$ cat config.mk
export PLATFORM = sky130hd
export DESIGN_NAME = matrix_inverse_4x4_core_flat
export DESIGN_NICKNAME = d
export VERILOG_FILES = /design/src/rtl/mi4_pkg.sv /design/src/rtl/mi4_elem_if.sv /design/src/rtl/matrix_inverse_4x4_core.sv /design/src/flat_wrapper.sv
export SDC_FILE = /design/constraint.sdc
export NUM_CORES = 2
export LEC_CHECK = 0
export BUFFER_PORTS_ARGS = -buffer_cell sky130_fd_sc_hd__buf_2
export CORE_MARGIN = 1
export CORE_UTILIZATION = 65
export CTS_CLUSTER_DIAMETER = 120
export CTS_CLUSTER_SIZE = 8
export DETAILED_ROUTE_END_ITERATION = 8
export PLACE_DENSITY = 0.78
export SYNTH_ARGS = -nofsm -noshare
export SYNTH_HDL_FRONTEND = slang
export SYNTH_SLANG_ARGS = --single-unit
export TNS_END_PERCENT = 30
$ cat constraint.sdc
create_clock -name clk -period 22 [get_ports clk]
set_input_delay 3.3 -clock clk [delete_from_list [all_inputs] [get_ports clk]]
set_output_delay 3.3 -clock clk [all_outputs]
set_load 0.1 [all_outputs]
$ cat src/rtl/mi4_pkg.sv
// Package with widths, sequencer states and the cofactor term table of the 4x4 inverse.
`timescale 1ns / 1ps
package mi4_pkg;

	localparam int ELEM_W    = 16;
	localparam int FRAC_BITS = 12;
	localparam int COF_W     = 50;
	localparam int ACC_W     = 68;
	localparam int NUM_W     = COF_W + 2 * FRAC_BITS;
	localparam int REM_W     = ACC_W + 1;
	localparam int MUL_A_W   = 33;
	localparam int MUL_B_W   = ELEM_W + 1;
	localparam int MUL_P_W   = MUL_A_W + MUL_B_W;
	localparam int LO_W      = 26;
	localparam int HI_W      = COF_W - LO_W;
	localparam int BIT_W     = $clog2(NUM_W);
	localparam int LIM_W     = ELEM_W + 1;

	typedef enum logic [2:0] {
		ST_LOAD,
		ST_COF,
		ST_DET,
		ST_DFIN,
		ST_PREP,
		ST_DIV,
		ST_FIN,
		ST_EMIT
	} state_t;

	typedef struct packed {
		logic [3:0] a;
		logic [3:0] b;
		logic [3:0] c;
		logic       neg;
	} term_t;

	// One of the six product terms of the signed cofactor used for result k.
	// Result k takes the cofactor of element (row k[1:0], column k[3:2]).
	function automatic term_t term_f(input logic [3:0] k, input logic [2:0] t);
		logic [1:0] sr;
		logic [1:0] sc;
		logic [1:0] r0, r1, r2;
		logic [1:0] p0, p1, p2;
		logic [1:0] c0, c1, c2;
		logic       pneg;
		term_t      res;
		sr = k[1:0];
		sc = k[3:2];
		r0 = (sr == 2'd0) ? 2'd1 : 2'd0;
		r1 = (sr <= 2'd1) ? 2'd2 : 2'd1;
		r2 = (sr <= 2'd2) ? 2'd3 : 2'd2;
		unique case (t)
			3'd0: begin p0 = 2'd0; p1 = 2'd1; p2 = 2'd2; pneg = 1'b0; end
			3'd1: begin p0 = 2'd0; p1 = 2'd2; p2 = 2'd1; pneg = 1'b1; end
			3'd2: begin p0 = 2'd1; p1 = 2'd0; p2 = 2'd2; pneg = 1'b1; end
			3'd3: begin p0 = 2'd1; p1 = 2'd2; p2 = 2'd0; pneg = 1'b0; end
			3'd4: begin p0 = 2'd2; p1 = 2'd0; p2 = 2'd1; pneg = 1'b0; end
			default: begin p0 = 2'd2; p1 = 2'd1; p2 = 2'd0; pneg = 1'b1; end
		endcase
		c0 = (p0 >= sc) ? p0 + 2'd1 : p0;
		c1 = (p1 >= sc) ? p1 + 2'd1 : p1;
		c2 = (p2 >= sc) ? p2 + 2'd1 : p2;
		res.a   = {r0, c0};
		res.b   = {r1, c1};
		res.c   = {r2, c2};
		res.neg = pneg ^ sr[0] ^ sc[0];
		return res;
	endfunction

endpackage

$ cat src/rtl/mi4_elem_if.sv
// Interfaces of the element input channel and the result output channel.
`timescale 1ns / 1ps
interface mi4_elem_if;
	logic                           valid;
	logic                           ready;
	logic signed [mi4_pkg::ELEM_W-1:0] element_value;
	modport source (output valid, output element_value, input ready);
	modport sink (input valid, input element_value, output ready);
endinterface

interface mi4_res_if;
	logic                           valid;
	logic                           ready;
	logic signed [mi4_pkg::ELEM_W-1:0] result_value;
	logic                           singular;
	logic                           saturated;
	logic                           last_element;
	modport source (output valid, output result_value, output singular, output saturated,
		output last_element, input ready);
	modport sink (input valid, input result_value, input singular, input saturated,
		input last_element, output ready);
endinterface

$ cat src/rtl/matrix_inverse_4x4_core.sv
// 4x4 matrix inverse by cofactors and adjugate, with one shared multiplier and divider.
//
//   channel | dir | payload                                               | handshake
//   elem    | in  | element_value (s16, Q4.12, row-major)                 | valid/ready
//   res     | out | result_value (s16), singular, saturated, last_element  | valid/ready
//
// Sixteen items load the matrix at one item per cycle. Each of the 96 cofactor terms,
// a product of three elements, goes twice through the shared 33x17 multiplier; the
// determinant adds four cofactors as low and high halves. Every result takes one
// restoring divider pass. A singular matrix skips the divider and replays its elements.
// The input is ready only while the matrix is loading; results wait in their register
// for as long as the sink stalls. Reset clears the sequencer and counters.
`timescale 1ns / 1ps
module matrix_inverse_4x4_core (
	input  logic          clk,
	input  logic          arst_n,
	mi4_elem_if.sink      elem,
	mi4_res_if.source     res
);

	mi4_pkg::state_t state_q, state_d;

	logic [mi4_pkg::ELEM_W-1:0] store_q [16];
	logic [mi4_pkg::COF_W-1:0]  cof_q [16];

	logic [3:0] load_cnt_q;
	logic [3:0] k_q;
	logic [2:0] t_q;
	logic [1:0] ph_q;
	logic [mi4_pkg::BIT_W-1:0] bit_q;

	logic signed [mi4_pkg::ELEM_W-1:0]   ea_q;
	logic signed [31:0]                  prod_q;
	logic signed [mi4_pkg::ACC_W-1:0]    acc_q;
	logic [mi4_pkg::ACC_W-1:0]           dmag_q;
	logic                                dneg_q;
	logic                                dzero_q;
	logic [mi4_pkg::NUM_W-1:0]           num_q;
	logic [mi4_pkg::NUM_W-1:0]           quo_q;
	logic [mi4_pkg::REM_W-1:0]           rem_q;
	logic                                rneg_q;
	logic [mi4_pkg::ELEM_W-1:0]          res_val_q;
	logic                                res_sing_q;
	logic                                res_sat_q;

	mi4_pkg::term_t term;
	logic [3:0] st_addr;
	logic [3:0] cof_addr;
	logic signed [mi4_pkg::ELEM_W-1:0]  st_rd;
	logic signed [mi4_pkg::COF_W-1:0]   cof_rd;
	logic signed [mi4_pkg::MUL_A_W-1:0] mul_a;
	logic signed [mi4_pkg::MUL_B_W-1:0] mul_b;
	logic signed [mi4_pkg::MUL_P_W-1:0] mul_p;
	logic signed [mi4_pkg::ACC_W-1:0]   addend;
	logic signed [mi4_pkg::ACC_W-1:0]   acc_sum;
	logic [mi4_pkg::REM_W-1:0]          rem_sh;
	logic                               rem_ge;
	logic [mi4_pkg::COF_W-1:0]          cof_mag;
	logic [mi4_pkg::LIM_W-1:0]          lim;
	logic                               sat;
	logic [mi4_pkg::LIM_W-1:0]          mag;
	logic                               in_acc;
	logic                               out_acc;

	assign in_acc  = elem.valid && elem.ready;
	assign out_acc = res.valid && res.ready;

	assign term = mi4_pkg::term_f(k_q, t_q);

	// Store read address follows the step of the sequencer.
	always_comb begin
		st_addr  = k_q;
		cof_addr = k_q;
		if (state_q == mi4_pkg::ST_COF) begin
			unique case (ph_q)
				2'd0:    st_addr = term.a;
				2'd1:    st_addr = term.b;
				default: st_addr = term.c;
			endcase
		end else if (state_q == mi4_pkg::ST_DET) begin
			st_addr  = {2'b00, k_q[1:0]};
			cof_addr = {k_q[1:0], 2'b00};
		end
	end

	assign st_rd  = store_q[st_addr];
	assign cof_rd = cof_q[cof_addr];

	// Shared multiplier. In the determinant pass each cofactor goes in as a low and a
	// high half so that one narrow multiplier covers the wide operand.
	always_comb begin
		mul_a = mi4_pkg::MUL_A_W'(ea_q);
		if (state_q == mi4_pkg::ST_COF && ph_q == 2'd2) begin
			mul_a = mi4_pkg::MUL_A_W'(prod_q);
		end else if (state_q == mi4_pkg::ST_DET) begin
			if (ph_q == 2'd0) begin
				mul_a = mi4_pkg::MUL_A_W'({1'b0, cof_rd[mi4_pkg::LO_W-1:0]});
			end else begin
				mul_a = mi4_pkg::MUL_A_W'(
					$signed(cof_rd[mi4_pkg::COF_W-1:mi4_pkg::LO_W]));
			end
		end
	end
	assign mul_b = mi4_pkg::MUL_B_W'(st_rd);
	assign mul_p = mul_a * mul_b;

	always_comb begin
		addend = mi4_pkg::ACC_W'(mul_p);
		if (state_q == mi4_pkg::ST_DET && ph_q == 2'd1) begin
			addend = addend <<< mi4_pkg::LO_W;
		end
		if (state_q == mi4_pkg::ST_COF && term.neg) begin
			acc_sum = acc_q - addend;
		end else begin
			acc_sum = acc_q + addend;
		end
	end

	// One restoring division step.
	assign rem_sh = {rem_q[mi4_pkg::REM_W-2:0], num_q[mi4_pkg::NUM_W-1]};
	assign rem_ge = rem_sh >= {1'b0, dmag_q};

	assign cof_mag = cof_rd[mi4_pkg::COF_W-1] ? (~cof_rd + 1'b1) : cof_rd;

	assign lim = rneg_q ? mi4_pkg::LIM_W'(1 << (mi4_pkg::ELEM_W - 1))
		: mi4_pkg::LIM_W'((1 << (mi4_pkg::ELEM_W - 1)) - 1);
	assign sat = quo_q > mi4_pkg::NUM_W'(lim);
	assign mag = sat ? lim : quo_q[mi4_pkg::LIM_W-1:0];

	always_comb begin
		state_d = state_q;
		unique case (state_q)
			mi4_pkg::ST_LOAD: if (in_acc && load_cnt_q == 4'd15) state_d = mi4_pkg::ST_COF;
			mi4_pkg::ST_COF: begin
				if (ph_q == 2'd2 && t_q == 3'd5 && k_q == 4'd15) state_d = mi4_pkg::ST_DET;
			end
			mi4_pkg::ST_DET: if (ph_q == 2'd1 && k_q == 4'd3) state_d = mi4_pkg::ST_DFIN;
			mi4_pkg::ST_DFIN: state_d = mi4_pkg::ST_PREP;
			mi4_pkg::ST_PREP: state_d = dzero_q ? mi4_pkg::ST_EMIT : mi4_pkg::ST_DIV;
			mi4_pkg::ST_DIV: if (bit_q == '0) state_d = mi4_pkg::ST_FIN;
			mi4_pkg::ST_FIN: state_d = mi4_pkg::ST_EMIT;
			mi4_pkg::ST_EMIT: begin
				if (out_acc) state_d = (k_q == 4'd15) ? mi4_pkg::ST_LOAD : mi4_pkg::ST_PREP;
			end
			default: state_d = mi4_pkg::ST_LOAD;
		endcase
	end

	always_comb begin
		elem.ready       = state_q == mi4_pkg::ST_LOAD;
		res.valid        = state_q == mi4_pkg::ST_EMIT;
		res.result_value = res_val_q;
		res.singular     = res_sing_q;
		res.saturated    = res_sat_q;
		res.last_element = k_q == 4'd15;
	end

	always_ff @(posedge clk or negedge arst_n) begin
		if (!arst_n) begin
			state_q    <= mi4_pkg::ST_LOAD;
			load_cnt_q <= '0;
			k_q        <= '0;
			t_q        <= '0;
			ph_q       <= '0;
			bit_q      <= '0;
		end else begin
			state_q <= state_d;
			unique case (state_q)
				mi4_pkg::ST_LOAD: if (in_acc) load_cnt_q <= load_cnt_q + 4'd1;
				mi4_pkg::ST_COF: begin
					if (ph_q == 2'd2) begin
						ph_q <= '0;
						if (t_q == 3'd5) begin
							t_q <= '0;
							k_q <= k_q + 4'd1;
						end else begin
							t_q <= t_q + 3'd1;
						end
					end else begin
						ph_q <= ph_q + 2'd1;
					end
				end
				mi4_pkg::ST_DET: begin
					if (ph_q == 2'd1) begin
						ph_q <= '0;
						k_q  <= (k_q == 4'd3) ? 4'd0 : k_q + 4'd1;
					end else begin
						ph_q <= 2'd1;
					end
				end
				mi4_pkg::ST_PREP: bit_q <= mi4_pkg::BIT_W'(mi4_pkg::NUM_W - 1);
				mi4_pkg::ST_DIV: bit_q <= bit_q - 1'b1;
				mi4_pkg::ST_EMIT: if (out_acc) k_q <= k_q + 4'd1;
				default: ;
			endcase
		end
	end

	always_ff @(posedge clk) begin
		if (in_acc) begin
			store_q[load_cnt_q] <= elem.element_value;
		end
		unique case (state_q)
			mi4_pkg::ST_LOAD: acc_q <= '0;
			mi4_pkg::ST_COF: begin
				unique case (ph_q)
					2'd0: ea_q <= st_rd;
					2'd1: prod_q <= 32'(mul_p);
					default: begin
						if (t_q == 3'd5) begin
							cof_q[k_q] <= acc_sum[mi4_pkg::COF_W-1:0];
							acc_q      <= '0;
						end else begin
							acc_q <= acc_sum;
						end
					end
				endcase
			end
			mi4_pkg::ST_DET: acc_q <= acc_sum;
			mi4_pkg::ST_DFIN: begin
				dneg_q  <= acc_q[mi4_pkg::ACC_W-1];
				dzero_q <= acc_q == '0;
				dmag_q  <= acc_q[mi4_pkg::ACC_W-1] ? (~acc_q + 1'b1) : acc_q;
			end
			mi4_pkg::ST_PREP: begin
				if (dzero_q) begin
					res_val_q  <= st_rd;
					res_sing_q <= 1'b1;
					res_sat_q  <= 1'b0;
				end else begin
					num_q  <= {cof_mag, (2 * mi4_pkg::FRAC_BITS)'(0)};
					rem_q  <= '0;
					quo_q  <= '0;
					rneg_q <= cof_rd[mi4_pkg::COF_W-1] ^ dneg_q;
				end
			end
			mi4_pkg::ST_DIV: begin
				num_q <= num_q << 1;
				quo_q <= {quo_q[mi4_pkg::NUM_W-2:0], rem_ge};
				rem_q <= rem_ge ? rem_sh - {1'b0, dmag_q} : rem_sh;
			end
			mi4_pkg::ST_FIN: begin
				res_val_q  <= rneg_q ? mi4_pkg::ELEM_W'(-mag) : mag[mi4_pkg::ELEM_W-1:0];
				res_sing_q <= 1'b0;
				res_sat_q  <= sat;
			end
			default: ;
		endcase
	end

	a_no_overlap: assert property (@(posedge clk) disable iff (!arst_n)
		elem.ready |-> !res.valid)
		else $error("input ready while a result is offered");

	a_sing_no_sat: assert property (@(posedge clk) disable iff (!arst_n)
		res.valid && res.singular |-> !res.saturated)
		else $error("singular result flagged saturated");

	a_last_reloads: assert property (@(posedge clk) disable iff (!arst_n)
		res.valid && res.ready && res.last_element |=> elem.ready)
		else $error("block not ready for the next matrix after the last result");

	a_load_then_cof: assert property (@(posedge clk) disable iff (!arst_n)
		elem.valid && elem.ready && load_cnt_q == 4'd15 |=> !elem.ready && !res.valid)
		else $error("sequencer did not start after the sixteenth element");

endmodule
$ cat src/flat_wrapper.sv
// flat-port wrapper written by rule: the top's interface ports become plain ports
module matrix_inverse_4x4_core_flat 
  (clk, arst_n, elem_valid, elem_element_value, elem_ready, res_valid, res_result_value, res_singular, res_saturated, res_last_element, res_ready);
  mi4_elem_if elem_i ();
  mi4_res_if res_i ();
  input  logic clk;
  input  logic arst_n;
  input wire logic [$bits(elem_i.valid)-1:0] elem_valid;
  input wire logic [$bits(elem_i.element_value)-1:0] elem_element_value;
  output wire logic [$bits(elem_i.ready)-1:0] elem_ready;
  output wire logic [$bits(res_i.valid)-1:0] res_valid;
  output wire logic [$bits(res_i.result_value)-1:0] res_result_value;
  output wire logic [$bits(res_i.singular)-1:0] res_singular;
  output wire logic [$bits(res_i.saturated)-1:0] res_saturated;
  output wire logic [$bits(res_i.last_element)-1:0] res_last_element;
  input wire logic [$bits(res_i.ready)-1:0] res_ready;
  assign elem_i.valid = elem_valid;
  assign elem_i.element_value = elem_element_value;
  assign elem_ready = elem_i.ready;
  assign res_valid = res_i.valid;
  assign res_result_value = res_i.result_value;
  assign res_singular = res_i.singular;
  assign res_saturated = res_i.saturated;
  assign res_last_element = res_i.last_element;
  assign res_i.ready = res_ready;
  matrix_inverse_4x4_core u_core (.clk(clk), .arst_n(arst_n), .elem(elem_i), .res(res_i));
endmodule
==> results by group <==
Critical path
  • Type of the setup path with the least slack: flip-flop to flip-flop
  • Buffers and inverters on the worst path: 5
  • Worst path depth: 49
  • Crit end category: flip-flop
  • FF-to-FF Start: u_core.t_q[1]
  • Slowest cell on the critical path: sky130_fd_sc_hd__inv_1
  • Endpoint required time on the critical path: 22530 ps
  • Reg-to-reg setup timing slack: 4370 ps
  • Crit Reg-Reg Endpoint: u_core.acc_q[62]
  • Worst-case reg-to-reg path depth: 49
  • WP data arrival: 18160 ps
  • Largest stage delay on the critical path: 910 ps
  • Highest fanout seen on the critical path: 50
  • Family with the most delay on the worst path: compound AO/OA/AOI/OAI gates
  • Launching element type of the critical path: flip-flop
  • Cell seen most often among critical-path stages: sky130_fd_sc_hd__fa_1

Logic synthesis
  • Post-Synth XOR/XNOR Area: 3.20%
  • Share of the synthesized area in compound gates (AO/OA/AOI/OAI): 14.4%
  • Post-Synth Simple-Gate Area: 12.6%
  • Area share of the leading cell type in the synthesized netlist: 48.1%
  • Number of enable flip-flop cells after synthesis: 1453
  • Warnings, synthesis: 0
  • Yosys reg bits: 1476
  • Main combinational cell family by area after synthesis: adder cells
  • Number of standard cells after synthesis: 8338
  • Adder and majority gate portion of the synthesized area: 14.8%
  • Leading post-synthesis cells by cell area: sky130_fd_sc_hd__edfxtp_1 (48%), sky130_fd_sc_hd__fa_1 (11%), sky130_fd_sc_hd__nand2_1 (4.5%), sky130_fd_sc_hd__ha_1 (4.0%), sky130_fd_sc_hd__inv_1 (3.0%)
  • Cell area after synthesis: 0.0908 sq mm
  • Netlist cell types: 103
  • Fraction of synthesized area in multiplexers: 1.16%
  • Largest area contributor in the synthesized netlist: sky130_fd_sc_hd__edfxtp_1
  • Sequential share of the synthesized area: 48.7%
  • Post-synth net total: 9139
  • Dominant synthesized flop cell: sky130_fd_sc_hd__edfxtp_1
  • Mean post-synth cell area: 10.9 sq um
  • Share of flip-flops with an asynchronous set or reset: 1.56%

Global routing
  • Wire length of the first global-routing pass: 404000 um
  • Initial antenna violation count: 7
  • Overall Global Routing Usage: 38.0%
  • Largest net degree at the start of global routing: 139
  • Number of global-route vias before repair: 67383
  • Total grt overflow: 0

Placement
  • Gpl congestion: 0.993
  • Count of input and output buffers: 40
  • Detail Placement HPWL: 177000 um

Floorplan
  • Full die area: 0.141 sq mm
  • Initial Util: 65.8%
  • Width of the die: 376 um
  • Standard-cell row count: 136
  • Number of top-level pins: 41
  • Core Box Area: 0.138 sq mm
  • Height of the chip: 376 um

Power and ir drop
  • Power Dens Cells: 59.5 mW/mm^2
  • Leak Pwr: 39.0 nW
  • Power consumption: 5.89 mW
  • Max IR drop VDD: 0.0785 mV

CTS
  • Clock Pin Slew Worst Setup and Hold Paths: 50 ps
  • Clock sink total: 1476
  • TritonCTS buffer count: 202
  • Worst-case clock buffer depth: 3
  • Buffers inserted by post-CTS timing repair: 0
  • Post-CTS resize count: 0
  • CTS tree: yes
  • Number of hold buffers added after CTS: 0
  • Clock latency of the later-clocked register in the worst-skew pair: 860 ps
  • CTS root buffer: sky130_fd_sc_hd__clkbuf_16
  • Level count of the clock H-tree: 4

Route
  • Antenna-violating nets left: 0
  • Post-detailed-routing wire length: 268000 um
  • Residual DRC count: 0
  • Average wire per cell in the routed design: 26.3 um
  • Drt via density: 6.69
  • Detailed Routing Iterations Pass 1: 9
  • Starting DRT DRC Count: 8734
  • Via total after detailed routing: 68192

Worst hold path
  • HP Class: flip-flop to flip-flop
  • Hold Path Depth: 0
  • Worst Hold Path EP: u_core.dmag_q[0]
  • Worst Min Path Start: u_core.acc_q[0]

Layout
  • Synth-to-layout area growth: 8.93%
  • Ratio of cells with drive above 1 in the final layout: 7.54%
  • Layout Nets: 9082
  • Filler instances: 9581

Run status
  • Run status: complete, no violations

Timing
  • Tightest slew margin relative to the limit: 2.88%
  • RSZ-0062 raised after global routing: false
  • Setup violators final: 0
  • Least-Margin Pin Slew: 1450 ps
  • Share of the cycle needed by the critical path after routing: 80.1%
  • Tmin final: 17630 ps
  • Setup Total Neg Slack: 0 ps
  • Achievable Freq: 56.7 MHz
  • Worst setup skew after layout: 104 ps
  • Slew Viols, Final: 0
  • Final number of hold-violating endpoints: 0
  • Worst Hold Slack: 490 ps

Flow run
  • Number of maximum-capacitance constraint violations: 0
## report_power, final
| group | internal (mW) | switching, mW | leakage, nW |
|---|---|---|---|
| clock | 1.65 | 1.17 | 2.70 |
| sequential | 3.05 | 0 | 14.1 |
| combinational | 0.00131 | 0.00740 | 22.2 |
| total | 4.71 | 1.18 | 39.0 |
## worst max-delay path by stage
stage / to / from / slack [ps]
detailed placement: u_core.acc_q[62] / u_core.t_q[1] / 4880
finish: u_core.acc_q[62] / u_core.t_q[1] / 4370
CTS: u_core.acc_q[65] / u_core.t_q[1] / 4760
global route: u_core.acc_q[47] / u_core.t_q[2] / 3410
global placement: u_core.acc_q[62] / u_core.t_q[1] / 5250
floorplan: u_core.acc_q[62] / u_core.k_q[0] / 7890
## area by class of cell
class,instances,area [sq um],area share (%)
Clock buffer,238,5190,5.25
Multi-Input combinational cell,5647,42400,42.9
Sequential cell,1476,44200,44.7
Antenna cell,2,5.00,0.00506
Tap cell,1863,2330,2.36
Timing Repair Buffer,217,1570,1.58
Inverter,737,2770,2.80
Clock inverter,15,409,0.414
## layer usage
layer / vias to the layer above / routed length, um / part of all wire (%) / track usage (%)
li1: 29638 / - / - / -
met1: 33412 / 102000 / 38 / 51.2
met2: 4366 / 123000 / 46 / 58.7
met3: 770 / 30800 / 11 / 8.64
met4: 6 / 12900 / 4.8 / 18.0
met5: - / 34 / 0.013 / 0
## synth_stat cells, types with 30 or more instances
library cell / n
sky130_fd_sc_hd__nor3_1: 90
sky130_fd_sc_hd__nor2_1: 551
sky130_fd_sc_hd__o21bai_1: 30
sky130_fd_sc_hd__a21oi_1: 512
sky130_fd_sc_hd__a222oi_1: 40
sky130_fd_sc_hd__buf_2: 48
sky130_fd_sc_hd__nand2b_1: 67
sky130_fd_sc_hd__nand2_1: 1087
sky130_fd_sc_hd__edfxtp_1: 1453
sky130_fd_sc_hd__a211oi_1: 197
sky130_fd_sc_hd__xnor2_1: 238
sky130_fd_sc_hd__and3_1: 175
sky130_fd_sc_hd__nor2b_1: 93
sky130_fd_sc_hd__and2_1: 46
sky130_fd_sc_hd__or2_2: 35
sky130_fd_sc_hd__nand3_1: 130
sky130_fd_sc_hd__a21o_1: 141
sky130_fd_sc_hd__o21ai_0: 320
sky130_fd_sc_hd__ha_1: 288
sky130_fd_sc_hd__or3_1: 39
sky130_fd_sc_hd__nor4_1: 31
sky130_fd_sc_hd__clkbuf_1: 383
sky130_fd_sc_hd__xor2_1: 94
sky130_fd_sc_hd__o211ai_1: 57
sky130_fd_sc_hd__buf_1: 43
sky130_fd_sc_hd__fa_1: 493
sky130_fd_sc_hd__a22o_1: 94
sky130_fd_sc_hd__inv_1: 730
sky130_fd_sc_hd__o22ai_1: 43
sky130_fd_sc_hd__mux2i_1: 62
sky130_fd_sc_hd__o31ai_1: 50
sky130_fd_sc_hd__a31oi_1: 97
sky130_fd_sc_hd__o21a_1: 65
sky130_fd_sc_hd__nand4_1: 66
## sequential cells by signal (all words and copies together), names as in the netlist, 2 cells and up
| name | cells |
|---|---|
| u_core.res.result_value | 16 |
| u_core.store_q | 256 |
| u_core.quo_q | 74 |
| u_core.k_q | 4 |
| u_core.acc_q | 68 |
| u_core.load_cnt_q | 4 |
| u_core.state_q | 3 |
| u_core.cof_q | 800 |
| u_core.ea_q | 16 |
| u_core.bit_q | 7 |
| u_core.num_q | 50 |
| u_core.ph_q | 2 |
| u_core.rem_q | 68 |
| u_core.dmag_q | 68 |
| u_core.t_q | 3 |
| u_core.prod_q | 32 |
## metrics by stage
stage	setup slack, ps	utilization [%]	cell area [sq um]	std cells
floorplan	7890	-	90800	8338
global placement	5250	67.6	93300	9940
detailed placement	4880	67.6	93300	9940
CTS	4760	71.6	98900	10193
global route	3410	71.6	98900	10193
finish	4370	71.6	98900	10195
## cells by family (layout without fill, tap and decap cells)
| kind of cell | Yosys count | count (layout) |
|---|---|---|
| adder cells (fa/ha/maj) | 781 | 781 |
| XOR/XNOR | 332 | 332 |
| other | 0 | 2 |
| multiplexers | 93 | 93 |
| buffers and inverters | 1215 | 1207 |
| AND/OR/NAND/NOR | 2493 | 2493 |
| flip-flops | 1476 | 1476 |
| AO/OA/AOI/OAI | 1948 | 1948 |
## layout by cell type, fill, tap and decap left out, drive strengths merged, types with 24 or more instances in the layout
master and n:
o31ai 53, a222oi 40, a21o 141, mux2i 62
clkbuf 238, a311oi 27, or3 44, inv 733
o21a 65, o22ai 43, a211oi 201, nor2b 93
mux2 24, o21bai 30, edfxtp 1453, nand2 1087
a221oi 25, xor2 94, nand2b 67, ha 288
o21ai 336, o211ai 57, nor3 91, a2111oi 25
xnor2 238, buf 217, nor2 551, fa 493
a22o 94, nor4 33, and2 47, and3 175
a31oi 98, nand3 130, or2 35, nand4 66
a21oi 512
(Power assumes the default switching activity.)
